**src/sv/mroc_pkg.sv**
```systemverilog
package mroc_pkg;

    localparam int TICK_WIDTH  = 32;
    localparam int CFG_WIDTH   = 32;
    localparam int CMP_WIDTH   = (TICK_WIDTH > CFG_WIDTH) ? TICK_WIDTH : CFG_WIDTH;
    localparam int QUAL_WIDTH  = 5;
    localparam int ADDR_WIDTH  = 4;
    localparam int TDATA_WIDTH = 8;

    typedef logic [TICK_WIDTH-1:0] tick_t;
    typedef logic [CMP_WIDTH-1:0]  cmp_t;
    typedef logic [CFG_WIDTH-1:0]  cfg_word_t;
    typedef logic [QUAL_WIDTH-1:0] qual_t;

    typedef enum logic [1:0] {
        PH_IDLE   = 2'd0,
        PH_SETTLE = 2'd1,
        PH_RUN    = 2'd2,
        PH_QUAL   = 2'd3
    } phase_t;

    typedef enum logic [1:0] {
        FIN_NONE        = 2'd0,
        FIN_OVERCURRENT = 2'd1,
        FIN_TIMEOUT     = 2'd2
    } finish_t;

    typedef enum logic [1:0] {
        REG_SETTLE_TICKS      = 2'd0,
        REG_TIMEOUT_TICKS     = 2'd1,
        REG_QUALIFY_SAMPLES   = 2'd2,
        REG_QUALIFY_THRESHOLD = 2'd3
    } reg_idx_t;

    localparam logic [1:0] BRIDGE_OFF   = 2'b00;
    localparam logic [1:0] BRIDGE_CLOSE = 2'b01;
    localparam logic [1:0] BRIDGE_OPEN  = 2'b10;

    localparam cfg_word_t SETTLE_RESET    = 32'd30000;
    localparam cfg_word_t TIMEOUT_RESET   = 32'd400000;
    localparam qual_t     QSAMPLES_RESET  = 5'd20;
    localparam qual_t     QTHRESH_RESET   = 5'd15;

    typedef struct packed {
        cfg_word_t settle_ticks;
        cfg_word_t timeout_ticks;
        qual_t     qualify_samples;
        qual_t     qualify_threshold;
    } cfg_t;

    typedef struct packed {
        logic mode;
        logic open_dir;
        logic high_strength;
        logic overcurrent_line;
    } item_t;

    typedef struct packed {
        finish_t finish;
        phase_t  phase;
        logic    current_select;
        logic    driver_enable;
        logic    drive_in2;
        logic    drive_in1;
    } result_t;

endpackage

```
**src/sv/mroc_engine.sv**
```systemverilog
module mroc_engine (
    input  logic            clk,
    input  logic            rst_n,
    input  logic            step,
    input  mroc_pkg::item_t item,
    input  mroc_pkg::cfg_t  cfg,
    output mroc_pkg::result_t result
);

    mroc_pkg::phase_t phase_reg;
    mroc_pkg::phase_t phase_next;
    logic [1:0]       pins_reg;
    logic [1:0]       pins_next;
    logic             enable_reg;
    logic             enable_next;
    logic             current_reg;
    logic             current_next;
    mroc_pkg::tick_t  tick_reg;
    mroc_pkg::tick_t  tick_next;
    mroc_pkg::qual_t  sample_reg;
    mroc_pkg::qual_t  sample_next;
    mroc_pkg::qual_t  low_reg;
    mroc_pkg::qual_t  low_next;
    mroc_pkg::finish_t finish;

    mroc_pkg::tick_t  tick_inc;
    mroc_pkg::qual_t  sample_inc;
    mroc_pkg::qual_t  low_inc;
    logic             line_low;
    logic             settle_done;
    logic             timed_out;
    logic             window_done;
    logic             confirmed;

    // The tick counter saturates at its largest value.
    assign tick_inc    = (tick_reg == '1) ? tick_reg : tick_reg + mroc_pkg::tick_t'(1);
    assign sample_inc  = sample_reg + mroc_pkg::qual_t'(1);
    assign line_low    = !item.overcurrent_line;
    assign low_inc     = low_reg + mroc_pkg::qual_t'(line_low);
    assign settle_done = mroc_pkg::cmp_t'(tick_inc) >= mroc_pkg::cmp_t'(cfg.settle_ticks);
    assign timed_out   = mroc_pkg::cmp_t'(tick_inc) > mroc_pkg::cmp_t'(cfg.timeout_ticks);
    assign window_done = sample_inc >= cfg.qualify_samples;
    assign confirmed   = low_inc >= cfg.qualify_threshold;

    always_comb
    begin
        phase_next = phase_reg;
        if (item.mode)
        begin
            phase_next = mroc_pkg::PH_SETTLE;
        end
        else
        begin
            unique case (phase_reg)
                mroc_pkg::PH_IDLE:
                begin
                    phase_next = mroc_pkg::PH_IDLE;
                end
                mroc_pkg::PH_SETTLE:
                begin
                    if (settle_done)
                    begin
                        phase_next = mroc_pkg::PH_RUN;
                    end
                end
                mroc_pkg::PH_RUN:
                begin
                    if (timed_out)
                    begin
                        phase_next = mroc_pkg::PH_IDLE;
                    end
                    else if (line_low)
                    begin
                        phase_next = mroc_pkg::PH_QUAL;
                    end
                end
                mroc_pkg::PH_QUAL:
                begin
                    if (window_done)
                    begin
                        phase_next = confirmed ? mroc_pkg::PH_IDLE : mroc_pkg::PH_RUN;
                    end
                end
            endcase
        end
    end

    always_comb
    begin
        pins_next    = pins_reg;
        enable_next  = enable_reg;
        current_next = current_reg;
        tick_next    = tick_reg;
        sample_next  = sample_reg;
        low_next     = low_reg;
        finish       = mroc_pkg::FIN_NONE;
        if (item.mode)
        begin
            pins_next    = item.open_dir ? mroc_pkg::BRIDGE_OPEN : mroc_pkg::BRIDGE_CLOSE;
            enable_next  = 1'b1;
            current_next = item.high_strength;
            tick_next    = '0;
            sample_next  = '0;
            low_next     = '0;
        end
        else
        begin
            unique case (phase_reg)
                mroc_pkg::PH_IDLE:
                begin
                    tick_next = tick_reg;
                end
                mroc_pkg::PH_SETTLE:
                begin
                    tick_next = settle_done ? '0 : tick_inc;
                end
                mroc_pkg::PH_RUN:
                begin
                    tick_next = tick_inc;
                    if (timed_out)
                    begin
                        pins_next   = mroc_pkg::BRIDGE_OFF;
                        enable_next = 1'b0;
                        finish      = mroc_pkg::FIN_TIMEOUT;
                    end
                    else if (line_low)
                    begin
                        sample_next = '0;
                        low_next    = '0;
                    end
                end
                mroc_pkg::PH_QUAL:
                begin
                    tick_next = tick_inc;
                    if (window_done)
                    begin
                        sample_next = '0;
                        low_next    = '0;
                        if (confirmed)
                        begin
                            pins_next   = mroc_pkg::BRIDGE_OFF;
                            enable_next = 1'b0;
                            finish      = mroc_pkg::FIN_OVERCURRENT;
                        end
                    end
                    else
                    begin
                        sample_next = sample_inc;
                        low_next    = low_inc;
                    end
                end
            endcase
        end
    end

    always_ff @(posedge clk or negedge rst_n)
    begin
        if (!rst_n)
        begin
            phase_reg   <= mroc_pkg::PH_IDLE;
            pins_reg    <= mroc_pkg::BRIDGE_OFF;
            enable_reg  <= 1'b0;
            current_reg <= 1'b0;
            tick_reg    <= '0;
            sample_reg  <= '0;
            low_reg     <= '0;
        end
        else if (step)
        begin
            phase_reg   <= phase_next;
            pins_reg    <= pins_next;
            enable_reg  <= enable_next;
            current_reg <= current_next;
            tick_reg    <= tick_next;
            sample_reg  <= sample_next;
            low_reg     <= low_next;
        end
    end

    always_comb
    begin
        result.drive_in1      = pins_next[0];
        result.drive_in2      = pins_next[1];
        result.driver_enable  = enable_next;
        result.current_select = current_next;
        result.phase          = phase_next;
        result.finish         = finish;
    end

endmodule

```
**src/sv/motor_run_overcurrent_timeout_core.sv**
```systemverilog
// Accepted transactions go to the input register; their results go to the output register.
// One transaction per cycle unless stalled; the state update is one compare-and-count pass.
// The input ready drops only while the output register holds a result that is not taken.
// Reset (rst_n low, asynchronous) clears the motor state to idle with the driver disabled,
// empties both pipeline registers and loads the register defaults.
module motor_run_overcurrent_timeout_core (
    input  logic                              clk,
    input  logic                              rst_n,
    input  logic                              s_axis_tvalid,
    output logic                              s_axis_tready,
    // [0] open_dir, [1] high_strength, [2] overcurrent_line, [7:3] zero
    input  logic [mroc_pkg::TDATA_WIDTH-1:0]  s_axis_tdata,
    // [0] mode
    input  logic                              s_axis_tuser,
    output logic                              m_axis_tvalid,
    input  logic                              m_axis_tready,
    // [0] drive_in1, [1] drive_in2, [2] driver_enable, [3] current_select,
    // [5:4] phase, [7:6] finish
    output logic [mroc_pkg::TDATA_WIDTH-1:0]  m_axis_tdata,
    input  logic                              psel,
    input  logic                              penable,
    input  logic                              pwrite,
    input  logic [mroc_pkg::ADDR_WIDTH-1:0]   paddr,
    input  logic [mroc_pkg::CFG_WIDTH-1:0]    pwdata,
    output logic [mroc_pkg::CFG_WIDTH-1:0]    prdata,
    output logic                              pready
);

    mroc_pkg::cfg_t    cfg_reg;
    mroc_pkg::reg_idx_t reg_idx;
    logic              cfg_write;

    logic              in_valid_reg;
    mroc_pkg::item_t   in_item_reg;
    logic              out_valid_reg;
    mroc_pkg::result_t out_data_reg;
    logic              advance;
    logic              step;
    mroc_pkg::result_t result;

    assign pready    = 1'b1;
    assign reg_idx   = mroc_pkg::reg_idx_t'(paddr[3:2]);
    assign cfg_write = psel && penable && pwrite && pready;

    always_ff @(posedge clk or negedge rst_n)
    begin
        if (!rst_n)
        begin
            cfg_reg.settle_ticks      <= mroc_pkg::SETTLE_RESET;
            cfg_reg.timeout_ticks     <= mroc_pkg::TIMEOUT_RESET;
            cfg_reg.qualify_samples   <= mroc_pkg::QSAMPLES_RESET;
            cfg_reg.qualify_threshold <= mroc_pkg::QTHRESH_RESET;
        end
        else if (cfg_write)
        begin
            unique case (reg_idx)
                mroc_pkg::REG_SETTLE_TICKS:
                begin
                    cfg_reg.settle_ticks <= pwdata;
                end
                mroc_pkg::REG_TIMEOUT_TICKS:
                begin
                    cfg_reg.timeout_ticks <= pwdata;
                end
                mroc_pkg::REG_QUALIFY_SAMPLES:
                begin
                    cfg_reg.qualify_samples <= pwdata[mroc_pkg::QUAL_WIDTH-1:0];
                end
                mroc_pkg::REG_QUALIFY_THRESHOLD:
                begin
                    cfg_reg.qualify_threshold <= pwdata[mroc_pkg::QUAL_WIDTH-1:0];
                end
            endcase
        end
    end

    always_comb
    begin
        unique case (reg_idx)
            mroc_pkg::REG_SETTLE_TICKS:
            begin
                prdata = cfg_reg.settle_ticks;
            end
            mroc_pkg::REG_TIMEOUT_TICKS:
            begin
                prdata = cfg_reg.timeout_ticks;
            end
            mroc_pkg::REG_QUALIFY_SAMPLES:
            begin
                prdata = mroc_pkg::CFG_WIDTH'(cfg_reg.qualify_samples);
            end
            mroc_pkg::REG_QUALIFY_THRESHOLD:
            begin
                prdata = mroc_pkg::CFG_WIDTH'(cfg_reg.qualify_threshold);
            end
        endcase
    end

    assign advance       = !out_valid_reg || m_axis_tready;
    assign step          = in_valid_reg && advance;
    assign s_axis_tready = !in_valid_reg || advance;

    always_ff @(posedge clk or negedge rst_n)
    begin
        if (!rst_n)
        begin
            in_valid_reg <= 1'b0;
        end
        else if (s_axis_tready)
        begin
            in_valid_reg <= s_axis_tvalid;
        end
    end

    always_ff @(posedge clk)
    begin
        if (s_axis_tready && s_axis_tvalid)
        begin
            in_item_reg.mode             <= s_axis_tuser;
            in_item_reg.open_dir         <= s_axis_tdata[0];
            in_item_reg.high_strength    <= s_axis_tdata[1];
            in_item_reg.overcurrent_line <= s_axis_tdata[2];
        end
    end

    mroc_engine u_engine (
        .clk    (clk),
        .rst_n  (rst_n),
        .step   (step),
        .item   (in_item_reg),
        .cfg    (cfg_reg),
        .result (result)
    );

    always_ff @(posedge clk or negedge rst_n)
    begin
        if (!rst_n)
        begin
            out_valid_reg <= 1'b0;
        end
        else if (advance)
        begin
            out_valid_reg <= in_valid_reg;
        end
    end

    always_ff @(posedge clk)
    begin
        if (step)
        begin
            out_data_reg <= result;
        end
    end

    assign m_axis_tvalid = out_valid_reg;
    assign m_axis_tdata  = out_data_reg;

endmodule

```
**config.mk**
```make
export PLATFORM = sky130hd
export DESIGN_NAME = motor_run_overcurrent_timeout_core
export DESIGN_NICKNAME = d
export VERILOG_FILES = /design/src/sv/mroc_pkg.sv /design/src/sv/mroc_engine.sv /design/src/sv/motor_run_overcurrent_timeout_core.sv
export SDC_FILE = /design/constraint.sdc
export NUM_CORES = 1
export LEC_CHECK = 0
export ABC_AREA = 1
export BUFFER_PORTS_ARGS = -buffer_cell sky130_fd_sc_hd__buf_2
export CAP_MARGIN = 10
export CORE_MARGIN = 1.5
export CORE_UTILIZATION = 50
export DETAILED_ROUTE_END_ITERATION = 8
export PLACE_DENSITY = 0.7
export SLEW_MARGIN = 20
export SYNTH_ARGS = -nofsm -noshare
export SYNTH_HDL_FRONTEND = slang
export SYNTH_SLANG_ARGS = --single-unit
```
**constraint.sdc**
```tcl
create_clock -name clk -period 4.26 [get_ports clk]
set_input_delay 0.852 -clock clk [delete_from_list [all_inputs] [get_ports clk]]
set_output_delay 0.852 -clock clk [all_outputs]
set_load 0.1 [all_outputs]
```
==> results.yml, run 1 <==
run_status:
  outcome: "completed"
clocking:
  cts_root_buf: "clkbuf_16"
  cts.path.max_buffers: 2
  clk_latency_ns: 0.43
  clock_sinks: 136
  hold_buffers: 0
  cts_htree_levels: 4
  cts_tree: "yes"
  post_cts_buffers: 0
  cts_buffers: 17
  clk_pin_slew_ns: 0.06
global_route:
  grt_start_max_net_pins: 65
  track_usage_pct: 24.7
  grt_overflow_total: 0
  antenna_found_initial: 0
  grt_pass1_wl_mm: 34.6
  grt_pass1_vias: 6798
floorplan:
  fp.dieArea_um2: 17800
  die_h_um: 134
  start_util_pct: 51.2
  die_x_um: 134
  io_pins: 95
  core_region_area_um2: 16600
  rows: 47
drt:
  dr.pass1.iters: 5
  drt_iter0_drc: 533
  via_per_inst: 5.21
  wl_per_cell_um: 14.7
  wl_mm: 20.9
  num_vias: 7411
  drcViolationCount: 0
  ant_nets: 0
critical_path:
  crit_fanout: 17
  crit_arrival_ns: 4.32
  endpoint_kind: "flip-flop"
  cp_data_required_time_ns: 4.56
  critical_path_class: "flip-flop to flip-flop"
  cp-start-kind: "flip-flop"
yosys:
  ys_seq_area_share_pct: 40.9
  ys_types: 40
  synth_edf_count: 12
  syn_avg_cell_area_um2: 7.74
  yosysTopAreaCellShare_pct: 30.8
  synthTopCellsByArea: "dfrtp_1, nand2_1, ha_1"
  synthFlopType: "dfrtp_1"
  syn_nets: 1232
  ys_top_cells_by_count: "nand2_1, inv_1, o21ai_0"
  synthArstFlopShare_pct: 91.2
  synth_largest_area_cell: "dfrtp_1"
  synth-seq-cells: 136
  synth.most_common_cell: "nand2_1"
  synthesis.area_um2: 8530
  yosys_warnings: 0
  syn_inst: 1102
timing:
  period_share_pct: 94.5
  slew_headroom_pct: 25.7
  tightest_slew_ns: 1.11
  setup_viol: 0
  rsz0062_at_grt: "false"
  finClkSkew_ns: 0.00702
  fmax_mhz: 248
  maxSlewViolCount: 0
  fin_setup_tns_ns: 0
  finalHoldViolCount: 0
  min_period_ns: 4.03
power_and_ir_drop:
  seqPwrFrac_pct: 36.7
  combPwrFrac_pct: 29.5
  p_clk_share_pct: 33.8
  p_leak_nw: 5.17
  ir_drop_mv: 0.291
  finalPower_mw: 4.48
  p_sw_share_pct: 37.5
  p_int_mw: 2.80
  powerDensity_nw_per_um2: 456
  power_switching_mw: 1.68
final_layout:
  diodes: 0
  area_growth_pct: 15.4
  final_layout_size_suffix_gt1_share_pct: 14.2
  largest_register_ffs: 74
  fin_nets: 1320
  utilization_pct: 59.1
  fill_cells: 1526
placed_design:
  port-buffer-count: 86
  routabilityCongestion: 0.881
  dp_hpwl_mm: 15.6
run:
  maxCapViolCount: 0
min_path:
  min-delay-path-class: "flip-flop to flip-flop"
[per-stage QoR]
step / cell area (um2) / cells / setup slack [ns] / hold WS, ns
2_1_floorplan: 8530 / 1102 / 0.0165 / 0.449
3_3_place_gp: 9220 / 1391 / 0.355 / 0.466
3_5_place_dp: 9220 / 1391 / 0.292 / 0.473
4_1_cts: 9820 / 1423 / 0.259 / 0.487
5_1_grt: 9840 / 1423 / 0.00420 / 0.504
6_report: 9840 / 1423 / 0.235 / 0.483
[metal layers]
metal / global-route usage, % / part of all wire (%) / up-vias
met3: 4.07 / 4.8 / 31
met4: 7.79 / 1.7 / 0
met1: 37.4 / 51 / 3429
met5: 0 / 0 / -
met2: 36.1 / 43 / 204
li1: - / - / 3747
[critical path, cell delays in order, from the launching register on]
cell     delay (ns)
dfrtp_1        0.45
ha_1           0.25
nand2_4        0.07
nor2_4         0.13
nand2_4        0.09
nor2_4         0.16
nand2_4        0.08
nor2_4         0.11
nand3_2        0.09
a21oi_1        0.23
xor2_1         0.44
ha_1           0.19
nand2_1        0.05
nor2_1         0.15
nand4_1        0.14
nor2_1         0.24
nand4_1        0.17
nand3_1        0.13
nand2_1        0.09
nand2_1        0.18
inv_4          0.12
buf_12         0.17
nand2_1        0.06
o21ai_0        0.08
[power groups by stage]
| stage | Sequential [mW] | Clock [mW] | Combinational [mW] |
|---|---|---|---|
| floorplan | 1.72 | 0 | 0.952 |
| global placement | 1.66 | 0 | 1.29 |
| detailed placement | 1.66 | 0 | 1.31 |
| CTS | 1.64 | 1.54 | 1.32 |
| global route | 1.67 | 1.58 | 1.48 |
| finish | 1.64 | 1.51 | 1.32 |
[placed cells by master (no fill, tap or decap), drive strengths merged, types with 3 or more instances in the layout]
master / netlist / final
a21oi: 39 / 39
buf: 7 / 98
bufinv: 0 / 3
clkbuf: 22 / 21
clkinv: 1 / 7
dfrtp: 105 / 105
dfstp: 19 / 19
edfxtp: 12 / 12
ha: 78 / 78
inv: 180 / 180
nand2: 308 / 308
nand3: 31 / 31
nand4: 21 / 21
nor2: 52 / 52
nor3: 20 / 20
nor4: 3 / 3
o21a: 4 / 4
o21ai: 124 / 124
o22ai: 32 / 32
xnor2: 9 / 9
xor2: 25 / 25
[logic make-up after synthesis]
| family | after synthesis | synth area share, % |
|---|---|---|
| flops | 136 | 40.9 |
| fa+ha+maj | 78 | 11.4 |
| xor+xnor | 34 | 3.58 |
| compound gates | 205 | 12.8 |
| other cells | 1 | 0.0440 |
| buf+inv | 210 | 9.43 |
| simple gates | 438 | 21.8 |
[final cells by class]
cell class              instances  area [um2]  share of cell area, %
multi-input cells             756        4260                   43.3
flip-flops and latches        136        3490                   35.4
inverters                     181         682                   6.93
repair buffers                 98         536                   5.44
clock buffers                  21         450                   4.58
well taps                     220         275                   2.80
clock inverters                11         150                   1.53
[path summary, 6_finish.rpt]
kind,start,to,slack (ns),cells past startpoint
worst max-delay path,u_engine.tick_reg[0]$_DFFE_PN0P_,u_engine.tick_reg[25]$_DFFE_PN0P_,0.23,23
worst min-delay path,cfg_reg[23]$_DFFE_PN0P_,cfg_reg[23]$_DFFE_PN0P_,0.48,2
worst max register to register,u_engine.tick_reg[0]$_DFFE_PN0P_,u_engine.tick_reg[25]$_DFFE_PN0P_,0.23,23
worst min register to register,cfg_reg[23]$_DFFE_PN0P_,cfg_reg[23]$_DFFE_PN0P_,0.48,2
max in group asynchronous,rst_n,u_engine.low_reg[2]$_DFFE_PN0P_,2.82,2
min in group asynchronous,rst_n,u_engine.tick_reg[26]$_DFFE_PN0P_,0.50,1
[repair_timing]
action                     in CTS  in global routing
hold endpoints to repair        0                  0
setup endpoints to repair       0                 27
resized for setup               0                  4
Note: power is estimated with default switching activity, not from simulation.
==> inputs of run 2 (changes only) <==
--- a/config.mk
+++ b/config.mk
@@ -11,7 +11,8 @@
 export CORE_MARGIN = 1.5
 export CORE_UTILIZATION = 50
 export DETAILED_ROUTE_END_ITERATION = 8
-export PLACE_DENSITY = 0.7
+export PLACE_DENSITY = 0.75
+export SKIP_CTS_REPAIR_TIMING = 1
 export SLEW_MARGIN = 20
 export SYNTH_ARGS = -nofsm -noshare
 export SYNTH_HDL_FRONTEND = slang
==> constraint.sdc (replaced) <==
create_clock -name clk -period 4.18 [get_ports clk]
set_input_delay 0.836 -clock clk [delete_from_list [all_inputs] [get_ports clk]]
set_output_delay 0.836 -clock clk [all_outputs]
set_load 0.1 [all_outputs]
==> results.yml, run 2 (same netlist as run 1, synthesis figures left out) <==
run_status:
  outcome: "completed"
drt:
  wl_mm: 21.1
  drcViolationCount: 0
  dr.pass1.iters: 5
  via_per_inst: 5.29
  wl_per_cell_um: 14.9
  ant_nets: 0
  drt_iter0_drc: 630
  num_vias: 7515
timing:
  fin_setup_tns_ns: 0
  fmax_mhz: 257
  slew_headroom_pct: 27.8
  setup_viol: 0
  tightest_slew_ns: 1.08
  period_share_pct: 93.1
  finClkSkew_ns: 0.0107
  min_period_ns: 3.89
  finalHoldViolCount: 0
  rsz0062_at_grt: "false"
  maxSlewViolCount: 0
global_route:
  grt_overflow_total: 0
  grt_pass1_vias: 7029
  use_met1_pct: 35.9
  grt_most_used_layer: "met2"
  met2_usage_pct: 37.7
  track_usage_pct: 24.8
  antenna_found_initial: 0
  grt_pass1_wl_mm: 34.8
  grt_start_max_net_pins: 65
  gr-usage-met3_pct: 3.84
floorplan:
  core_region_area_um2: 16600
  start_util_pct: 51.2
  fp.dieArea_um2: 17800
  rows: 47
  io_pins: 95
  die_x_um: 134
  die_h_um: 134
placed_design:
  dp_hpwl_mm: 15.5
  dp_cells: 1388
  routabilityCongestion: 0.883
  port-buffer-count: 86
final_layout:
  fin_nets: 1317
  stdcell_count: 1420
  final_common_cell: "nand2_1"
  final_layout_size_suffix_gt1_share_pct: 14.2
  diodes: 0
  area_growth_pct: 15.7
  largest_register_ffs: 74
  mostFrequentLayoutCells: "nand2_1, inv_1, o21ai_0, dfrtp_1, buf_2"
  fill_cells: 1467
critical_path:
  crit_arrival_ns: 4.19
  crit_fanout: 29
  cp_data_required_time_ns: 4.48
  critical_path_class: "flip-flop to flip-flop"
  endpoint_kind: "flip-flop"
  worst-r2r-setup-slack_ns: 0.29
  cp-start-kind: "flip-flop"
clocking:
  cts.path.max_buffers: 2
  clk_pin_slew_ns: 0.06
  clock_sinks: 136
  cts_buffers: 17
  clk_latency_ns: 0.43
  cts_root_buf: "clkbuf_16"
  cts_htree_levels: 4
  cts_tree: "yes"
min_path:
  min-delay-path-class: "primary input to asynchronous set/reset pin"
run:
  maxCapViolCount: 0
power_and_ir_drop:
  powerDensity_nw_per_um2: 474
  p_leak_nw: 5.17
  ir_drop_mv: 0.291
run 2: changes by cell type in the layout (fill, tap and decap cells not counted), moves of 2 or more:
cell / before / now
inv_6: 0 / 2
clkinv_1: 1 / 3
bufinv_16: 3 / 5
clkbuf_1: 3 / 1
clkinv_2: 2 / 4
clkinv_4: 4 / 0
buf_4: 12 / 8
run 2: worst max-delay path, cell delays in order, from the launching register on:
cell	delay, ns
dfrtp_1	0.44
inv_1	0.11
nor3_2	0.26
nand2_2	0.14
nor2_1	0.14
inv_1	0.13
nor2_1	0.26
nand2_1	0.12
xor2_1	0.15
nand2_1	0.13
ha_1	0.33
nand2_1	0.08
nor2_1	0.13
nand4_1	0.15
nor2_2	0.20
nand4_1	0.17
nand3_1	0.13
nand2_1	0.11
nand2_1	0.18
inv_2	0.06
buf_12	0.16
nand2_1	0.06
o21ai_0	0.09
run 2: path summary, 6_finish.rpt:
check,start,to,cells past startpoint
max,u_engine.tick_reg[2]$_DFFE_PN0P_,u_engine.tick_reg[25]$_DFFE_PN0P_,22
min,rst_n,cfg_reg[68]$_DFFE_PN0P_,1
max reg2reg,u_engine.tick_reg[2]$_DFFE_PN0P_,u_engine.tick_reg[25]$_DFFE_PN0P_,22
min reg2reg,cfg_reg[67]$_DFFE_PN0P_,cfg_reg[67]$_DFFE_PN0P_,2
max in group asynchronous,rst_n,cfg_reg[56]$_DFFE_PN1P_,2
min in group clk,cfg_reg[67]$_DFFE_PN0P_,cfg_reg[67]$_DFFE_PN0P_,2
run 2: area by class of cell:
type / count / area [um2] / share of cell area, %
Tap cell: 220 / 275 / 2.79
Clock inverter: 14 / 203 / 2.06
Inverter: 181 / 679 / 6.89
Sequential cell: 136 / 3490 / 35.4
Clock buffer: 18 / 429 / 4.35
Timing Repair Buffer: 95 / 526 / 5.33
Multi-Input combinational cell: 756 / 4260 / 43.2
run 2: where the power goes:
group	total, mW	internal [mW]	switching (mW)
combinational	1.35	0.349	1.00
clock	1.64	1.05	0.587
sequential	1.68	1.56	0.124
run 2: metrics by stage:
stage	hold slack (ns)	total power, mW	worst slack [ns]	util, %	instance area [um2]
after detailed placement	0.466	3.03	0.198	55.3	9210
after CTS	0.487	4.68	0.163	59.1	9840
after global placement	0.464	2.99	0.310	55.3	9210
final	0.471	4.67	0.289	59.3	9860
after floorplan	0.449	2.72	-0.0315	-	8530
after global routing	0.491	4.91	0.0186	59.3	9860
run 2: metal layers:
metal / part of all wire [%] / vias to the layer above
li1: - / 3751
met1: 47 / 3489
met2: 46 / 246
met3: 6.1 / 29
met4: 1.5 / 0
met5: 0 / -
